--- src/sv/hntlp_pkg.sv ---
// ----------------------------------------------------------------------------
// hntlp_pkg: shared types and constants for the hashed name table
// Status codes, controller states and the command/status bundles that run
// between the controller and the datapath.
// ----------------------------------------------------------------------------
package hntlp_pkg;

  localparam int unsigned HASH_BITS     = 32;
  localparam logic [31:0] HASH_SEED     = 32'd5381;
  localparam int unsigned SLOT_BITS     = 9;   // width of the slot count register
  localparam int unsigned DIV_CNT_BITS  = 5;   // one quotient bit per step, 32 steps
  localparam int unsigned OUT_HND_BITS  = 16;
  localparam int unsigned OUT_SLOT_BITS = 8;

  typedef enum logic [2:0] {
    ST_INSERTED  = 3'd0,
    ST_UPDATED   = 3'd1,
    ST_FULL      = 3'd2,
    ST_FOUND     = 3'd3,
    ST_NOT_FOUND = 3'd4,
    ST_NULL      = 3'd5
  } status_t;

  typedef enum logic [2:0] {
    S_CLEAR,
    S_IDLE,
    S_DIV,
    S_RD,
    S_CHK,
    S_EMIT
  } state_t;

  typedef struct packed {
    logic    load;           // input word accepted
    logic    clr_en;         // clearing sweep writes one slot
    logic    div_step;       // one remainder step
    logic    rd_en;          // read both stores at the probe slot
    logic    wr_key;         // write the key hash at the probe slot
    logic    wr_hnd;         // write the handle at the probe slot
    logic    advance;        // step to the next slot with wrap
    logic    res_set;        // capture a result
    logic    res_use_handle;
    logic    res_use_slot;
    status_t res_code;
    logic    out_load;       // move the result into the output register
  } cmd_t;

  typedef struct packed {
    logic in_last;
    logic null_op;           // register with a null handle
    logic op_lookup;
    logic clr_done;
    logic div_last;
    logic slot_empty;
    logic key_match;
    logic probe_last;
    logic out_free;
  } sts_t;

endpackage

--- src/sv/hntlp_ctrl.sv ---
// ----------------------------------------------------------------------------
// hntlp_ctrl: controller of the hashed name table
// Sequences the clearing sweep, byte intake, remainder steps, probe walk and
// result hand-off.
// ----------------------------------------------------------------------------
module hntlp_ctrl (
  input  logic            clk,
  input  logic            rst_n,
  input  logic            in_tvalid,
  output logic            in_tready,
  input  hntlp_pkg::sts_t sts,
  output hntlp_pkg::cmd_t cmd
);
  import hntlp_pkg::*;

  state_t state_r, state_nxt;

  always_ff @(posedge clk) begin
    if (!rst_n) begin
      state_r <= S_CLEAR;
    end else begin
      state_r <= state_nxt;
    end
  end

  always_comb begin
    state_nxt = state_r;
    unique case (state_r)
      S_CLEAR: begin
        if (sts.clr_done) state_nxt = S_IDLE;
      end
      S_IDLE: begin
        if (in_tvalid && sts.in_last) begin
          state_nxt = sts.null_op ? S_EMIT : S_DIV;
        end
      end
      S_DIV: begin
        if (sts.div_last) state_nxt = S_RD;
      end
      S_RD: begin
        state_nxt = S_CHK;
      end
      S_CHK: begin
        if (sts.slot_empty || sts.key_match || sts.probe_last) begin
          state_nxt = S_EMIT;
        end else begin
          state_nxt = S_RD;
        end
      end
      S_EMIT: begin
        if (sts.out_free) state_nxt = S_IDLE;
      end
      default: state_nxt = S_CLEAR;
    endcase
  end

  always_comb begin
    cmd          = '0;
    cmd.res_code = ST_INSERTED;
    in_tready    = 1'b0;
    unique case (state_r)
      S_CLEAR: begin
        cmd.clr_en = 1'b1;
      end
      S_IDLE: begin
        in_tready = 1'b1;
        cmd.load  = in_tvalid;
        if (in_tvalid && sts.in_last && sts.null_op) begin
          cmd.res_set  = 1'b1;
          cmd.res_code = ST_NULL;
        end
      end
      S_DIV: begin
        cmd.div_step = 1'b1;
      end
      S_RD: begin
        cmd.rd_en = 1'b1;
      end
      S_CHK: begin
        if (sts.slot_empty) begin
          cmd.res_set = 1'b1;
          if (sts.op_lookup) begin
            cmd.res_code = ST_NOT_FOUND;
          end else begin
            cmd.wr_key       = 1'b1;
            cmd.wr_hnd       = 1'b1;
            cmd.res_use_slot = 1'b1;
            cmd.res_code     = ST_INSERTED;
          end
        end else if (sts.key_match) begin
          cmd.res_set      = 1'b1;
          cmd.res_use_slot = 1'b1;
          if (sts.op_lookup) begin
            cmd.res_use_handle = 1'b1;
            cmd.res_code       = ST_FOUND;
          end else begin
            cmd.wr_hnd   = 1'b1;
            cmd.res_code = ST_UPDATED;
          end
        end else if (sts.probe_last) begin
          cmd.res_set  = 1'b1;
          cmd.res_code = sts.op_lookup ? ST_NOT_FOUND : ST_FULL;
        end else begin
          cmd.advance = 1'b1;
        end
      end
      S_EMIT: begin
        cmd.out_load = sts.out_free;
      end
      default: begin
        cmd.res_code = ST_INSERTED;
      end
    endcase
  end

`ifndef ASSERT_OFF
  a_load_when_free: assert property (@(posedge clk) disable iff (!rst_n)
    cmd.out_load |-> sts.out_free)
    else $error("result loaded over an untaken word");
  a_lookup_no_write: assert property (@(posedge clk) disable iff (!rst_n)
    cmd.wr_key |-> (cmd.wr_hnd && !sts.op_lookup))
    else $error("key written without handle or during lookup");
  a_div_holds: assert property (@(posedge clk) disable iff (!rst_n)
    (state_r == S_DIV) && !sts.div_last |=> (state_r == S_DIV))
    else $error("remainder unit left before its last step");
`endif

endmodule
--- config.mk ---
export PLATFORM = sky130hd
export DESIGN_NAME = hntlp_ctrl
export DESIGN_NICKNAME = d
export VERILOG_FILES = /design/src/sv/hntlp_pkg.sv /design/src/sv/hntlp_ctrl.sv
export SDC_FILE = /design/constraint.sdc
export NUM_CORES = 1
export LEC_CHECK = 0
export BUFFER_PORTS_ARGS = -buffer_cell sky130_fd_sc_hd__clkbuf_2
export CORE_AREA = 5 5 42 44
export DETAILED_ROUTE_END_ITERATION = 10
export DIE_AREA = 0 0 47 49
export HOLD_SLACK_MARGIN = 0.05
export PLACE_DENSITY = 0.67
export SLEW_MARGIN = 20
export SYNTH_ARGS = -nofsm -noshare
export SYNTH_HDL_FRONTEND = slang
export SYNTH_SLANG_ARGS = --single-unit
--- constraint.sdc ---
create_clock -name clk -period 1.2 [get_ports clk]
set_input_delay 0 -clock clk [delete_from_list [all_inputs] [get_ports clk]]
set_output_delay 0 -clock clk [all_outputs]
set_load 0.1 [all_outputs]
==> results.txt <==
----------------------------------------------------
[Status]
  Status ... complete, but fails checks
  Violated checks ... setup timing

[Clocking]
  Clock tree root driver cell ... sky130_fd_sc_hd__clkbuf_4
  CTS Buffer Depth ... 2
  Clk Latency, worst-skew pair ... 0.22 ns
  Reg clk slew, reported paths ... 0.04 ns
  CTS HTree Levels ... 1
  CTS Buf Count ... 3
  Clk sinks ... 3
  CTS tree ... built

[Timing]
  Setup ws final ... -0.389 ns
  Final clock period utilization by the worst path ... 132%
  Actual slew at the worst max-slew pin ... 0.349 ns
  Final Slew Violations ... 0
  RSZ-0062 raised after global routing ... yes
  Clock skew after layout ... 0.00159 ns
  Maximum clock frequency ... 629 MHz
  Final count of negative-setup-slack endpoints ... 18
  Final period demand of the worst path ... 1.59 ns
  Setup total negative slack ... -4.61 ns
  Worst slew margin relative to its limit ... 76.5%
  Final hold violation count ... 0

[Floorplanning]
  Ports placed on the boundary ... 27
  Row Count ... 14
  Initial Utilization ... 27.1%
  Area of the die ... 0.00230 mm^2
  Die X ... 47 um
  Die Ht ... 49 um
  CORE AREA ... 0.00140 mm^2

[Setup path]
  Startpoint type of the worst setup path ... flip-flop
  Endpoint of the most critical register-to-register path ... state_r[0]
  Required time worst endpoint ... 1.20 ns
  Slack of the worst reg-to-reg path ... -0.23 ns
  Nature of the critical path endpoint ... output port
  Maximum net fanout on the critical path ... 3
  Crit Reg-Reg Startpoint ... state_r[2]
  Destination of the critical timing path ... cmd[3]
  Critical path type ... reg2out
  Launch point of the critical path ... state_r[2]
  Depth of the most critical reg-to-reg path ... 7
  Data arrival time of the worst path ... 1.59 ns

[Placed design]
  Number of input and output port buffers inserted ... 26
  Routability Congestion ... 0.834
  Post-DP HPWL ... 1230 um

[Synthesis]
  Yosys cell types ... 29
  Area share of the largest cell type after synthesis ... 15.8%
  Cell type contributing the most total cell area after synthesis ... sky130_fd_sc_hd__dfxtp_1
  Sequential cell area fraction in the yosys report ... 15.8%
  Yosys synthesis warning count ... 0
  Register bit total from synthesis ... 3
  Most area-consuming cells after synthesis ... sky130_fd_sc_hd__dfxtp_1 (16%), sky130_fd_sc_hd__nor2_1 (8.9%), sky130_fd_sc_hd__nor3_1 (6.6%)
  Cells after synthesis ... 58
  Mean instance size in the synthesized netlist ... 6.56 um^2
  Post-synth design cell area ... 380 um^2
  Syn_nets ... 70

[Detailed routing]
  Via-per-instance ratio ... 5.19
  Post-detailed-route DRC marker count ... 0
  Wire length per cell ... 16.0 um
  Final routed wirelength across all metal layers ... 1890 um
  Starting DRT DRC Count ... 5
  Number of vias in the routed layout ... 613
  Drt pass-1 iters ... 4
  Number of nets still failing antenna checks after routing ... 0

[Hold path]
  Hold Crit Class ... in2reg

[Finish]
  Count of nets after finishing ... 115
  Leading cell types in the layout, fill and taps excluded ... sky130_fd_sc_hd__buf_12 (15), sky130_fd_sc_hd__clkbuf_2 (11), sky130_fd_sc_hd__buf_4 (9), sky130_fd_sc_hd__buf_6 (7)
  Area Growth Syn to Fin ... 203%
  Flip-flop count of the largest register after layout ... 3
  FILL cells ... 75
  Most common cell after layout, fill and taps aside ... sky130_fd_sc_hd__buf_12
  Multi-input combinational cell area ... 522 um^2
  Ant diodes ... 0
  Largest registers ... state_r: 3 flops
  Fraction of final layout cells sized beyond drive strength 1 ... 80.4%
  Most flop-heavy register ... state_r
  Sequential cell area ... 63.8 um^2

[Global route]
  Antenna violations before repair ... 0
  Number of global-route vias before repair ... 651
  GR Overflow Total ... 0
  Maximum number of pins on one net before global-route repair ... 12
  First-pass GRT wire length ... 2820 um
  Global router's overall resource usage ... 16.5%

[Power]
  Worst IR Drop VDD ... 1.83 mV
  Pwr Total ... 2.06 mW
  Leakage Power ... 0.462 nW
  PD cells ... 1790 mW/mm^2

[Job]
  Max-cap violations ... 0

----------------------------------------------------
-- cells in the mapped netlist (all sizes together) --
| cell | instances |
|---|---|
| a21oi | 4 |
| dfxtp | 3 |
| nand3 | 1 |
| or2b | 1 |
| clkbuf | 1 |
| a2bb2oi | 1 |
| or2 | 1 |
| or3b | 2 |
| nand2b | 2 |
| a21boi | 2 |
| and3b | 1 |
| and3 | 1 |
| o21ai | 4 |
| nor3 | 5 |
| o31ai | 1 |
| nor2 | 9 |
| nand2 | 6 |
| o21bai | 1 |
| o22ai | 2 |
| inv | 2 |
| buf | 2 |
| nor3b | 2 |
| nor2b | 3 |
| o22a | 1 |
-- cells by family (layout without fill, tap and decap cells) --
logic type | count (synthesis) | count (layout) | synth area share [%]
AOI/OAI and AO/OA | 16 | 16 | 26.3
buffers and inverters | 5 | 49 | 7.56
DFF | 3 | 3 | 15.8
and+or+nand+nor | 34 | 34 | 50.3
-- metal layers --
metal,GRT usage (%),share of wire (%),vias to the layer above
met4,6.45,1.3,0
met3,2.95,4.9,4
met2,32.4,57,27
met5,0,0,-
met1,15.2,37,292
li1,-,-,290
-- worst min-delay path by stage --
stage | start | to | slack, ns | cells after the start
global route | sts[4] | state_r[1] | 0.09 | 3
detailed placement | rst_n | state_r[0] | 0.29 | 3
finish | sts[4] | state_r[1] | 0.09 | 3
global placement | rst_n | state_r[0] | 0.27 | 3
floorplan | sts[6] | cmd[8] | 0.10 | 1
CTS | sts[4] | state_r[1] | 0.07 | 3
-- power breakdown --
part / leakage (nW) / internal, mW / switching (mW)
registers: 0.0258 / 0.132 / 0.0255
clock network: 0.0150 / 0.124 / 0.0462
logic: 0.421 / 0.709 / 1.02
-- layout make-up --
type,instances,area share [%]
clock buffer,4,2.28
sequential,3,5.54
tap,16,1.74
timing repair buffer,43,44.5
inverter,2,0.652
multi-input combinational,50,45.3
-- per-stage QoR --
step	setup slack (ns)	cells	cell area [um^2]	hold WS [ns]	util [%]
detailed placement	-0.203	110	963	0.288	68.8
finish	-0.389	118	1150	0.0931	82.1
floorplan	-0.919	58	518	0.102	-
CTS	-0.395	115	1110	0.0721	79.0
global route	-0.441	118	1150	0.0866	82.1
global placement	-0.130	110	963	0.274	68.8
-- critical path, cell delays in order, from the launching register on --
cell	delay [ns]
sky130_fd_sc_hd__dfxtp_2	0.32
sky130_fd_sc_hd__buf_6	0.11
sky130_fd_sc_hd__or2b_4	0.26
sky130_fd_sc_hd__nor3b_4	0.24
sky130_fd_sc_hd__nand3_4	0.15
sky130_fd_sc_hd__o21ai_4	0.09
sky130_fd_sc_hd__buf_12	0.19
-- timing repair --
| action | in CTS | in global routing |
|---|---|---|
| resized for setup | 28 | 6 |
| pin swaps | 7 | 5 |
| hold buffers | 1 | 0 |
| setup buffers | 0 | 3 |
| cloned | 0 | 0 |
| endpoints found under the hold margin | 1 | 0 |
| setup endpoints to repair | 18 | 18 |
Power figures use the tool's default switching activity.
